--- config.mk ---
export PLATFORM = sky130hd
export DESIGN_NAME = printf_format_spec_parser_core
export DESIGN_NICKNAME = d
export VERILOG_FILES = /design/src/hw/rtl/pfsp_pkg.sv /design/src/hw/rtl/pfsp_digit_acc.sv /design/src/hw/rtl/pfsp_step.sv /design/src/hw/rtl/printf_format_spec_parser_core.sv
export SDC_FILE = /design/constraint.sdc
export NUM_CORES = 1
export LEC_CHECK = 0
export BUFFER_PORTS_ARGS = -buffer_cell sky130_fd_sc_hd__buf_4
export CAP_MARGIN = 5
export CORE_MARGIN = 4
export CORE_UTILIZATION = 40
export DETAILED_ROUTE_END_ITERATION = 16
export GPL_TIMING_DRIVEN = 0
export PLACE_DENSITY = 0.57
export SETUP_SLACK_MARGIN = 0.15
export SLEW_MARGIN = 30
export SYNTH_ARGS = -nofsm -noshare
export SYNTH_HDL_FRONTEND = slang
export SYNTH_SLANG_ARGS = --single-unit
--- constraint.sdc ---
create_clock -name clk -period 5.2 [get_ports clk]
set_input_delay 1.04 -clock clk [delete_from_list [all_inputs] [get_ports clk]]
set_output_delay 1.04 -clock clk [all_outputs]
set_load 0.01 [all_outputs]
--- src/hw/rtl/pfsp_pkg.sv ---
package pfsp_pkg;

	// Default width of the numeric fields
	localparam int NUMBER_BITS_DEF = 16;

	typedef enum logic [3:0] {
		PH_IDLE    = 4'd0,
		PH_FLAGS   = 4'd1,
		PH_WDIG    = 4'd2,
		PH_WSTAR   = 4'd3,
		PH_PDOT    = 4'd4,
		PH_PDIG    = 4'd5,
		PH_PSTAR   = 4'd6,
		PH_LEN     = 4'd7,
		PH_AFTER_H = 4'd8,
		PH_AFTER_L = 4'd9,
		PH_CONV    = 4'd10
	} phase_t;

	typedef enum logic [1:0] {
		ARG_NONE = 2'd0,
		ARG_STAR = 2'd1,
		ARG_POS  = 2'd2
	} arg_mode_t;

	typedef enum logic [2:0] {
		LEN_NONE = 3'd0,
		LEN_H    = 3'd1,
		LEN_L    = 3'd2,
		LEN_HH   = 3'd3,
		LEN_LL   = 3'd4,
		LEN_Z    = 3'd5,
		LEN_J    = 3'd6,
		LEN_BIGL = 3'd7
	} len_code_t;

	typedef enum logic [1:0] {
		ST_VALID   = 2'd0,
		ST_LITERAL = 2'd1,
		ST_END     = 2'd2
	} status_t;

	// Flag bit positions
	localparam int FLAG_MINUS = 0;
	localparam int FLAG_PLUS  = 1;
	localparam int FLAG_ALT   = 2;
	localparam int FLAG_SPACE = 3;
	localparam int FLAG_ZERO  = 4;

	// Parser control state (numeric accumulators travel separately)
	typedef struct packed {
		phase_t    phase;
		logic [4:0] flags;
		arg_mode_t wmode;
		logic      pseen;
		arg_mode_t pmode;
		len_code_t len;
	} ctl_t;

	localparam ctl_t CTL_CLEAR = '{
		phase: PH_IDLE, flags: 5'd0, wmode: ARG_NONE,
		pseen: 1'b0, pmode: ARG_NONE, len: LEN_NONE
	};

	// Result descriptor for one character step
	typedef struct packed {
		logic       emit;
		logic [7:0] conv;
		status_t    status;
		len_code_t  len;
	} res_t;

	// Accepted conversion characters
	function automatic logic is_conv(input logic [7:0] c);
		logic hit;
		hit = c inside {"c", "C", "s", "S", "p", "d", "D", "i", "o", "O", "u",
			"U", "x", "X", "f", "F", "e", "E", "g", "G", "b", "B"};
		return hit;
	endfunction

endpackage

--- src/hw/rtl/pfsp_digit_acc.sv ---
// Decimal accumulate: acc * 10 + digit, saturating at all ones.
module pfsp_digit_acc #(
	parameter int NUMBER_BITS = pfsp_pkg::NUMBER_BITS_DEF
) (
	input  logic [NUMBER_BITS-1:0] acc,
	input  logic [7:0]             ch,
	output logic [NUMBER_BITS-1:0] sum
);

	logic [NUMBER_BITS+3:0] times_ten;
	logic [NUMBER_BITS+3:0] total;
	logic [3:0]             digit;

	// x10 as x8 + x2, then add the digit value
	assign digit     = 4'(ch - 8'h30);
	assign times_ten = {1'b0, acc, 3'b000} + {3'b000, acc, 1'b0};
	assign total     = times_ten + {{NUMBER_BITS{1'b0}}, digit};
	assign sum       = (total[NUMBER_BITS+3:NUMBER_BITS] != 4'd0) ?
		{NUMBER_BITS{1'b1}} : total[NUMBER_BITS-1:0];

endmodule

--- src/hw/rtl/pfsp_step.sv ---
// One character of the specifier: phase walk, field updates, result decode.
module pfsp_step #(
	parameter int NUMBER_BITS = pfsp_pkg::NUMBER_BITS_DEF
) (
	input  logic [7:0]             ch,
	input  logic                   end_of_text,
	input  pfsp_pkg::ctl_t         cur,
	input  logic [NUMBER_BITS-1:0] wacc,
	input  logic [NUMBER_BITS-1:0] widx,
	input  logic [NUMBER_BITS-1:0] pacc,
	input  logic [NUMBER_BITS-1:0] pidx,
	output pfsp_pkg::ctl_t         nxt,
	output logic [NUMBER_BITS-1:0] wacc_nxt,
	output logic [NUMBER_BITS-1:0] widx_nxt,
	output logic [NUMBER_BITS-1:0] pacc_nxt,
	output logic [NUMBER_BITS-1:0] pidx_nxt,
	output pfsp_pkg::res_t         res
);

	logic [NUMBER_BITS-1:0] wacc_dig;
	logic [NUMBER_BITS-1:0] pacc_dig;

	// Digit accumulators run in parallel; the phase walk picks one
	pfsp_digit_acc #(.NUMBER_BITS(NUMBER_BITS)) u_wacc (
		.acc(wacc), .ch(ch), .sum(wacc_dig)
	);

	pfsp_digit_acc #(.NUMBER_BITS(NUMBER_BITS)) u_pacc (
		.acc(pacc), .ch(ch), .sum(pacc_dig)
	);

	// Phases only move forward, so the fall-through is a chain of checks
	always_comb begin
		pfsp_pkg::phase_t ph;
		logic done;
		logic is_end;
		logic idle_path;
		logic is_digit;

		nxt       = cur;
		wacc_nxt  = wacc;
		widx_nxt  = widx;
		pacc_nxt  = pacc;
		pidx_nxt  = pidx;
		res.emit   = 1'b0;
		res.conv   = 8'h00;
		res.status = pfsp_pkg::ST_VALID;
		res.len    = pfsp_pkg::LEN_NONE;
		ph        = cur.phase;
		done      = 1'b0;
		is_end    = end_of_text || (ch == 8'h00);
		is_digit  = ch inside {["0":"9"]};
		idle_path = (cur.phase == pfsp_pkg::PH_IDLE) || (cur.phase > pfsp_pkg::PH_CONV);

		// Introducer or stray end while idle
		if (idle_path) begin
			done = 1'b1;
			if (is_end) begin
				nxt.phase = pfsp_pkg::PH_IDLE;
			end else begin
				nxt       = pfsp_pkg::CTL_CLEAR;
				nxt.phase = pfsp_pkg::PH_FLAGS;
				wacc_nxt  = '0;
				widx_nxt  = '0;
				pacc_nxt  = '0;
				pidx_nxt  = '0;
			end
		end else if (is_end) begin
			done       = 1'b1;
			res.emit   = 1'b1;
			res.status = pfsp_pkg::ST_END;
			case (cur.phase)
				pfsp_pkg::PH_AFTER_H: res.len = pfsp_pkg::LEN_H;
				pfsp_pkg::PH_AFTER_L: res.len = pfsp_pkg::LEN_L;
				default:              res.len = cur.len;
			endcase
		end

		// Flags
		if (!done && ph == pfsp_pkg::PH_FLAGS) begin
			done = 1'b1;
			case (ch)
				"-":     nxt.flags[pfsp_pkg::FLAG_MINUS] = 1'b1;
				"+":     nxt.flags[pfsp_pkg::FLAG_PLUS]  = 1'b1;
				"#":     nxt.flags[pfsp_pkg::FLAG_ALT]   = 1'b1;
				" ":     nxt.flags[pfsp_pkg::FLAG_SPACE] = 1'b1;
				"0":     nxt.flags[pfsp_pkg::FLAG_ZERO]  = 1'b1;
				default: begin
					done = 1'b0;
					ph   = pfsp_pkg::PH_WDIG;
				end
			endcase
		end

		// Width digits, star, dollar
		if (!done && ph == pfsp_pkg::PH_WDIG) begin
			done = 1'b1;
			if (is_digit) begin
				wacc_nxt = wacc_dig;
			end else if (ch == "*") begin
				nxt.wmode = pfsp_pkg::ARG_STAR;
				wacc_nxt  = '0;
				ph        = pfsp_pkg::PH_WSTAR;
			end else if (ch == "$") begin
				nxt.wmode = pfsp_pkg::ARG_POS;
				widx_nxt  = wacc;
				wacc_nxt  = '0;
				ph        = pfsp_pkg::PH_PDOT;
			end else begin
				done = 1'b0;
				ph   = pfsp_pkg::PH_PDOT;
			end
		end

		if (!done && ph == pfsp_pkg::PH_WSTAR) begin
			if (ch == "$") begin
				done      = 1'b1;
				nxt.wmode = pfsp_pkg::ARG_POS;
				widx_nxt  = '0;
			end
			ph = pfsp_pkg::PH_PDOT;
		end

		// Precision dot
		if (!done && ph == pfsp_pkg::PH_PDOT) begin
			if (ch == ".") begin
				done      = 1'b1;
				nxt.pseen = 1'b1;
				ph        = pfsp_pkg::PH_PDIG;
			end else begin
				ph = pfsp_pkg::PH_LEN;
			end
		end

		// Precision digits, star, dollar
		if (!done && ph == pfsp_pkg::PH_PDIG) begin
			done = 1'b1;
			if (is_digit) begin
				pacc_nxt = pacc_dig;
			end else if (ch == "*") begin
				nxt.pmode = pfsp_pkg::ARG_STAR;
				pacc_nxt  = '0;
				ph        = pfsp_pkg::PH_PSTAR;
			end else if (ch == "$") begin
				nxt.pmode = pfsp_pkg::ARG_POS;
				pidx_nxt  = pacc;
				pacc_nxt  = '0;
				ph        = pfsp_pkg::PH_LEN;
			end else begin
				done = 1'b0;
				ph   = pfsp_pkg::PH_LEN;
			end
		end

		if (!done && ph == pfsp_pkg::PH_PSTAR) begin
			if (ch == "$") begin
				done      = 1'b1;
				nxt.pmode = pfsp_pkg::ARG_POS;
				pidx_nxt  = '0;
			end
			ph = pfsp_pkg::PH_LEN;
		end

		// Length modifier
		if (!done && ph == pfsp_pkg::PH_LEN) begin
			done = 1'b1;
			case (ch)
				"h":     ph = pfsp_pkg::PH_AFTER_H;
				"l":     ph = pfsp_pkg::PH_AFTER_L;
				"z":     begin nxt.len = pfsp_pkg::LEN_Z;    ph = pfsp_pkg::PH_CONV; end
				"j":     begin nxt.len = pfsp_pkg::LEN_J;    ph = pfsp_pkg::PH_CONV; end
				"L":     begin nxt.len = pfsp_pkg::LEN_BIGL; ph = pfsp_pkg::PH_CONV; end
				default: begin
					done = 1'b0;
					ph   = pfsp_pkg::PH_CONV;
				end
			endcase
		end

		if (!done && ph == pfsp_pkg::PH_AFTER_H) begin
			if (ch == "h") begin
				done    = 1'b1;
				nxt.len = pfsp_pkg::LEN_HH;
			end else begin
				nxt.len = pfsp_pkg::LEN_H;
			end
			ph = pfsp_pkg::PH_CONV;
		end

		if (!done && ph == pfsp_pkg::PH_AFTER_L) begin
			if (ch == "l") begin
				done    = 1'b1;
				nxt.len = pfsp_pkg::LEN_LL;
			end else begin
				nxt.len = pfsp_pkg::LEN_L;
			end
			ph = pfsp_pkg::PH_CONV;
		end

		// Conversion character closes the specifier
		if (!done && ph == pfsp_pkg::PH_CONV) begin
			res.emit = 1'b1;
			res.conv = ch;
			if (pfsp_pkg::is_conv(ch)) begin
				res.status = pfsp_pkg::ST_VALID;
				res.len    = nxt.len;
			end else begin
				res.status = pfsp_pkg::ST_LITERAL;
				res.len    = pfsp_pkg::LEN_NONE;
			end
		end

		if (!idle_path) begin
			nxt.phase = ph;
		end

		// Result fields come from the current stores; state returns to idle
		if (res.emit) begin
			nxt      = pfsp_pkg::CTL_CLEAR;
			wacc_nxt = '0;
			widx_nxt = '0;
			pacc_nxt = '0;
			pidx_nxt = '0;
		end
	end

endmodule

--- src/hw/rtl/printf_format_spec_parser_core.sv ---
// Format specifier parser: takes one character per request on the item channel,
// starting with the introducer (ignored), and returns one result per specifier
// when the conversion character or end of text (end_of_text, or a NUL character)
// arrives. A new character is taken every cycle unless the result register stalls;
// the closing character passes through the input register and the combinational parse
// step into the result register. Throughput holds at one character per cycle while
// result_ready is high, since the result register and the input register each take
// new data in the cycle they are drained.
module printf_format_spec_parser_core #(
	parameter int NUMBER_BITS = pfsp_pkg::NUMBER_BITS_DEF
) (
	input  logic                   clk,
	input  logic                   arst_n,
	input  logic                   item_valid,
	output logic                   item_ready,
	input  logic [7:0]             ch,
	input  logic                   end_of_text,
	output logic                   result_valid,
	input  logic                   result_ready,
	output logic [4:0]             flag_bits,
	output logic [NUMBER_BITS-1:0] width,
	output logic [1:0]             width_arg_mode,
	output logic [NUMBER_BITS-1:0] width_arg_index,
	output logic [NUMBER_BITS-1:0] precision,
	output logic                   precision_present,
	output logic [1:0]             precision_arg_mode,
	output logic [NUMBER_BITS-1:0] precision_arg_index,
	output logic [2:0]             length_code,
	output logic [7:0]             conversion,
	output logic [1:0]             status
);

	logic                   valid_s1;
	logic [7:0]             ch_s1;
	logic                   eot_s1;
	logic                   advance;
	logic                   fire;
	pfsp_pkg::ctl_t         ctl_q;
	pfsp_pkg::ctl_t         ctl_nxt;
	logic [NUMBER_BITS-1:0] wacc_q;
	logic [NUMBER_BITS-1:0] widx_q;
	logic [NUMBER_BITS-1:0] pacc_q;
	logic [NUMBER_BITS-1:0] pidx_q;
	logic [NUMBER_BITS-1:0] wacc_nxt;
	logic [NUMBER_BITS-1:0] widx_nxt;
	logic [NUMBER_BITS-1:0] pacc_nxt;
	logic [NUMBER_BITS-1:0] pidx_nxt;
	pfsp_pkg::res_t         res;
	logic                   out_valid_q;

	// Handshake: result register frees when empty or drained this cycle
	assign advance    = !out_valid_q || result_ready;
	assign fire       = valid_s1 && advance;
	assign item_ready = !valid_s1 || advance;

	// Input register
	always_ff @(posedge clk or negedge arst_n) begin
		if (!arst_n) begin
			valid_s1 <= 1'b0;
		end else if (item_ready) begin
			valid_s1 <= item_valid;
		end
	end

	always_ff @(posedge clk) begin
		if (item_ready && item_valid) begin
			ch_s1  <= ch;
			eot_s1 <= end_of_text;
		end
	end

	pfsp_step #(.NUMBER_BITS(NUMBER_BITS)) u_step (
		.ch          (ch_s1),
		.end_of_text (eot_s1),
		.cur         (ctl_q),
		.wacc        (wacc_q),
		.widx        (widx_q),
		.pacc        (pacc_q),
		.pidx        (pidx_q),
		.nxt         (ctl_nxt),
		.wacc_nxt    (wacc_nxt),
		.widx_nxt    (widx_nxt),
		.pacc_nxt    (pacc_nxt),
		.pidx_nxt    (pidx_nxt),
		.res         (res)
	);

	// Parser state
	always_ff @(posedge clk or negedge arst_n) begin
		if (!arst_n) begin
			ctl_q <= pfsp_pkg::CTL_CLEAR;
		end else if (fire) begin
			ctl_q <= ctl_nxt;
		end
	end

	always_ff @(posedge clk) begin
		if (fire) begin
			wacc_q <= wacc_nxt;
			widx_q <= widx_nxt;
			pacc_q <= pacc_nxt;
			pidx_q <= pidx_nxt;
		end
	end

	// Result register
	always_ff @(posedge clk or negedge arst_n) begin
		if (!arst_n) begin
			out_valid_q <= 1'b0;
		end else if (advance) begin
			out_valid_q <= fire && res.emit;
		end
	end

	always_ff @(posedge clk) begin
		if (fire && res.emit) begin
			flag_bits           <= ctl_q.flags;
			width               <= wacc_q;
			width_arg_mode      <= ctl_q.wmode;
			width_arg_index     <= widx_q;
			precision           <= pacc_q;
			precision_present   <= ctl_q.pseen;
			precision_arg_mode  <= ctl_q.pmode;
			precision_arg_index <= pidx_q;
			length_code         <= res.len;
			conversion          <= res.conv;
			status              <= res.status;
		end
	end

	assign result_valid = out_valid_q;

endmodule

==> impl_results.md <==
* Worst min-delay path startpoint: pidx_q[6]
* Data required time of the critical path at roughly 5.4 ns
* Slowest stage cell on the critical path: sky130_fd_sc_hd__fa_1
* Fin crit share at 90.19%
* Largest incremental delay on the critical path at 0.67 ns
* Placer congestion estimate at slightly above 0.9
* Length of the first detailed-routing pass in iterations at 5
* CTS clk-pin slew, worst paths at roughly 0.070 ns
* Sequential cell area at approximately 5300 sq um
* Area of the multi-input gates at approximately 4100 sq um
* Syn Nets at just over 900
* Commonest cells after routing, fill and taps aside: sky130_fd_sc_hd__edfxtp_1, sky130_fd_sc_hd__buf_4, sky130_fd_sc_hd__a21oi_1
* Hold Slack at ~0.44 ns
* Max Fanout on Critical Path at 10
* Area of placed instances at 10840 sq um
* Boundary pin count at ~100
* Final count of pins violating max slew at 0
* Final setup fails at 0
* Post-CTS Resized at 0
* Worst hold stages at 0
* Tightest Hold Check Type: flip-flop to flip-flop
* Crit Reg-Reg Endpoint: pacc_q[7]
* Vias in the first global route at between 6000 and 7000
* Library cell used as clock root buffer: sky130_fd_sc_hd__clkbuf_16
* Cell Int Power at approximately 0.0045 W
* Remaining max-slew budget at the tightest pin at 41.13%
* Standard cell core area at 23540 sq um
* Number of buffers between clock root and the deepest sink at 2
* Instance count of the mapped netlist at ~830
* Synth cell types at 85
* Number of clock sinks at between 150 and 200
* Site Rows at 56
* CTS tree: done
* Leak pwr at 4.677 nW
* Final-report hold violation count at 0
* Kind of critical path: flip-flop to flip-flop
* Count of state elements after synthesis at 179
* N_diodes at 0
* First DRT Iteration DRCs at just over 500
* Hold-fix buffers at CTS at 0
* Cell repeated most along the worst path: sky130_fd_sc_hd__a21o_1
* Total congestion overflow at 0
* Worst Max-Slew Pin Slew at ~0.88 ns
* RSZ-0062 raised after global routing: no
* Sink of the worst hold path: precision_arg_index[6]
* Syn. warnings at 0
* First-pass GRT wire length at between 30000 and 40000 um
* Relative contribution of sequential cells to total power at ~36%
* Sort of element at the start of the critical path: flip-flop
* Detailed-route vias per instance at approximately 5.5
* Crit path cell chain: fa_1 -> ha_1 -> a21o_1 -> a21o_1 -> a21oi_1 -> o21ai_1 -> a41oi_1 -> a2111oi_0 -> or4_1 -> a211oi_4 -> clkbuf_2 -> a21oi_1 -> a21o_1
* Syn avg cell area at ~12 sq um
* Count of antenna-violating nets left after detailed routing at 0
* Cell Count Post-Placement at 1250
* Arrival time of data at the critical path endpoint at just under 5 ns
* Area of the mapped netlist at ~9600 sq um
* Time the final worst path needs with I/O delays and setup at 4.690 ns
* Width of the die at ~160 um
* Net switching power at slightly below 0.003 W
* Max-Cap Viols at 0
* Critical Path End Type: flip-flop
* Worst reg2reg startpoint: ch_s1[3]
* Final Routed Wirelength at between 20000 and 25000 um
* Areal power density over the cells at 651.0 nW/um^2
* Final WS setup at about 0.51 ns
* DRC at 0
* Pin count of the biggest net entering global routing at slightly above 50
* Total number of nets in the final design at between 1000 and 1500
* Maximum clock rate at ~210 MHz
* Initial antenna violation count at 0
* Fraction of synthesis flops using an asynchronous set or reset pin at 10.61%
* Setup slack on the worst flop-to-flop path at around 0.5 ns
* Setup repair bufs after CTS at 0
* Prevailing post-synth register cell: sky130_fd_sc_hd__edfxtp_1
* Max H-tree Level at 4
* Reg2reg path depth at 13
* Non-Filler Instances at approximately 1300
* Clock power frac at around 18%
* Dpl ws at just over 0.3 ns
* Part of the total power dissipated in combinational logic at 46.1%
* Die height at about 160 um
* Synthesis-to-finish area growth at 19.26%
* Number of I/O port buffers at around 100
* Clock buffers created by TritonCTS at 17
* Outcome: completed
* Initial core utilization at about two fifths
* Fillers at about 2200
* Most common cell after layout, fill and taps aside: sky130_fd_sc_hd__edfxtp_1
* Detailed-route via count at slightly above 7000
* Clock latency at the later pin of the worst-skew pair at 0.43 ns
* Cell area after layout at 11460 sq um
* Max Clock Skew at ~0.012 ns
* Final routed wire length divided by cell count at between 15 and 20 um
* Fraction of layout cells with a size suffix above 1 at 18.59%
* Die outline area at about 27000 sq um
* Fraction of the yosys area taken by sequential cells at between 50% and 60%
* Post-detail-place hpwl at about 17000 um
* Proportion of total power due to net switching at approximately 39%
* Overall fraction of global-route tracks in use at 17.86%
* IR drop worst, VDD at between 0.2 and 0.3 mV
* Number of enable-type register cells in the synthesized netlist at 160
metrics by stage:
step	TNS (ns)	total power [W]	utilization (%)
2_1_floorplan	0	0.004967	-
3_3_place_gp	-126.38	0.006082	45.73
3_5_place_dp	0	0.006146	46.05
4_1_cts	0	0.007511	48.62
5_1_grt	0	0.008039	48.67
6_report	0	0.007459	48.67
Yosys cell counts, types with 6 or more instances:
library cell / instances / area, sq um
sky130_fd_sc_hd__a21o_1: 34 / 255.2
sky130_fd_sc_hd__a21oi_1: 90 / 450.4
sky130_fd_sc_hd__a31oi_1: 7 / 43.79
sky130_fd_sc_hd__a32oi_1: 6 / 52.55
sky130_fd_sc_hd__and2_1: 13 / 81.33
sky130_fd_sc_hd__and3_1: 20 / 125.1
sky130_fd_sc_hd__buf_2: 7 / 35.03
sky130_fd_sc_hd__clkbuf_1: 19 / 71.32
sky130_fd_sc_hd__dfrtp_1: 19 / 475.5
sky130_fd_sc_hd__edfxtp_1: 160 / 4805
sky130_fd_sc_hd__ha_1: 62 / 775.7
sky130_fd_sc_hd__inv_1: 12 / 45.04
sky130_fd_sc_hd__nand2_1: 63 / 236.5
sky130_fd_sc_hd__nand2b_1: 14 / 87.58
sky130_fd_sc_hd__nand3_1: 26 / 130.1
sky130_fd_sc_hd__nor2_1: 57 / 214.0
sky130_fd_sc_hd__nor2b_1: 9 / 56.30
sky130_fd_sc_hd__nor3_1: 17 / 85.08
sky130_fd_sc_hd__nor4_1: 7 / 43.79
sky130_fd_sc_hd__o21ai_0: 20 / 100.1
sky130_fd_sc_hd__o21ai_1: 8 / 40.04
sky130_fd_sc_hd__o2bb2ai_1: 6 / 52.55
sky130_fd_sc_hd__o31ai_1: 6 / 45.04
sky130_fd_sc_hd__or2_2: 6 / 37.54
sky130_fd_sc_hd__or3_1: 8 / 50.05
sky130_fd_sc_hd__xnor2_1: 10 / 87.58
sky130_fd_sc_hd__xor2_1: 12 / 105.1
how the worst max path moves through the flow:
stage,startpoint,to,slack (ns),depth (start not counted)
6_report,ch_s1[3],pacc_q[7],0.51,13
5_1_grt,ch_s1[3],pacc_q[6],0.21,13
4_1_cts,ch_s1[3],pacc_q[7],0.28,13
3_5_place_dp,ch_s1[3],pacc_q[7],0.31,13
3_3_place_gp,result_ready,width_arg_index[14],-1.38,6
2_1_floorplan,result_ready,conversion[0],0.86,5
worst max-delay path, delay by kind of cell, from the launching register on:
family,cells,cell delay (ns)
simple gates,1,0.59
flops,1,0.61
fa+ha+maj,2,0.91
compound gates,9,1.98
buf+inv,1,0.32
power groups by stage:
stage / registers, W / logic, W / clock network, W
after floorplan: 0.00274 / 0.00223 / 0
after global placement: 0.00274 / 0.00334 / 0
after detailed placement: 0.00271 / 0.00344 / 0
after CTS: 0.00269 / 0.00346 / 0.00136
after global routing: 0.00275 / 0.00386 / 0.00143
final: 0.00268 / 0.00344 / 0.00134
cell type report:
cell class / instances / area share, %
flip-flops and latches: 179 / 46.08
multi-input cells: 602 / 36.04
repair buffers: 103 / 7.098
clock buffers: 17 / 3.713
well taps: 319 / 3.483
clock inverters: 15 / 1.572
plain buffers: 33 / 1.463
inverters: 14 / 0.5460
cells by family (layout without fill, tap and decap cells):
logic type / after synthesis / count (layout) / synth area share, %
fa+ha+maj: 66 / 66 / 8.907
flops: 179 / 179 / 54.96
mux: 5 / 5 / 0.5469
compound gates: 237 / 237 / 16.33
simple gates: 272 / 272 / 14.98
xor+xnor: 22 / 22 / 2.005
buf+inv: 47 / 182 / 2.279
flip-flops by register name (all words and copies together) (netlist names):
register and cells:
status 2, result_valid 1, width_arg_index 16, widx_q 16, length_code 3, ctl_q 17, conversion 8, wacc_q 16
precision_arg_mode 2, ch_s1 8, precision 16, valid_s1 1, pacc_q 16, precision_arg_index 16, width 16, eot_s1 1
width_arg_mode 2, pidx_q 16, flag_bits 5, precision_present 1
per-layer routing:
metal  up-vias  GRT usage [%]  share of wire, %
li1       3432              -                 -
met1      3426          24.62                46
met2       190          29.25                48
met3        24          2.987               4.9
met4         0          5.185               1.7
met5         -              0                 0
No activity file was read; power rests on OpenSTA's default activity.
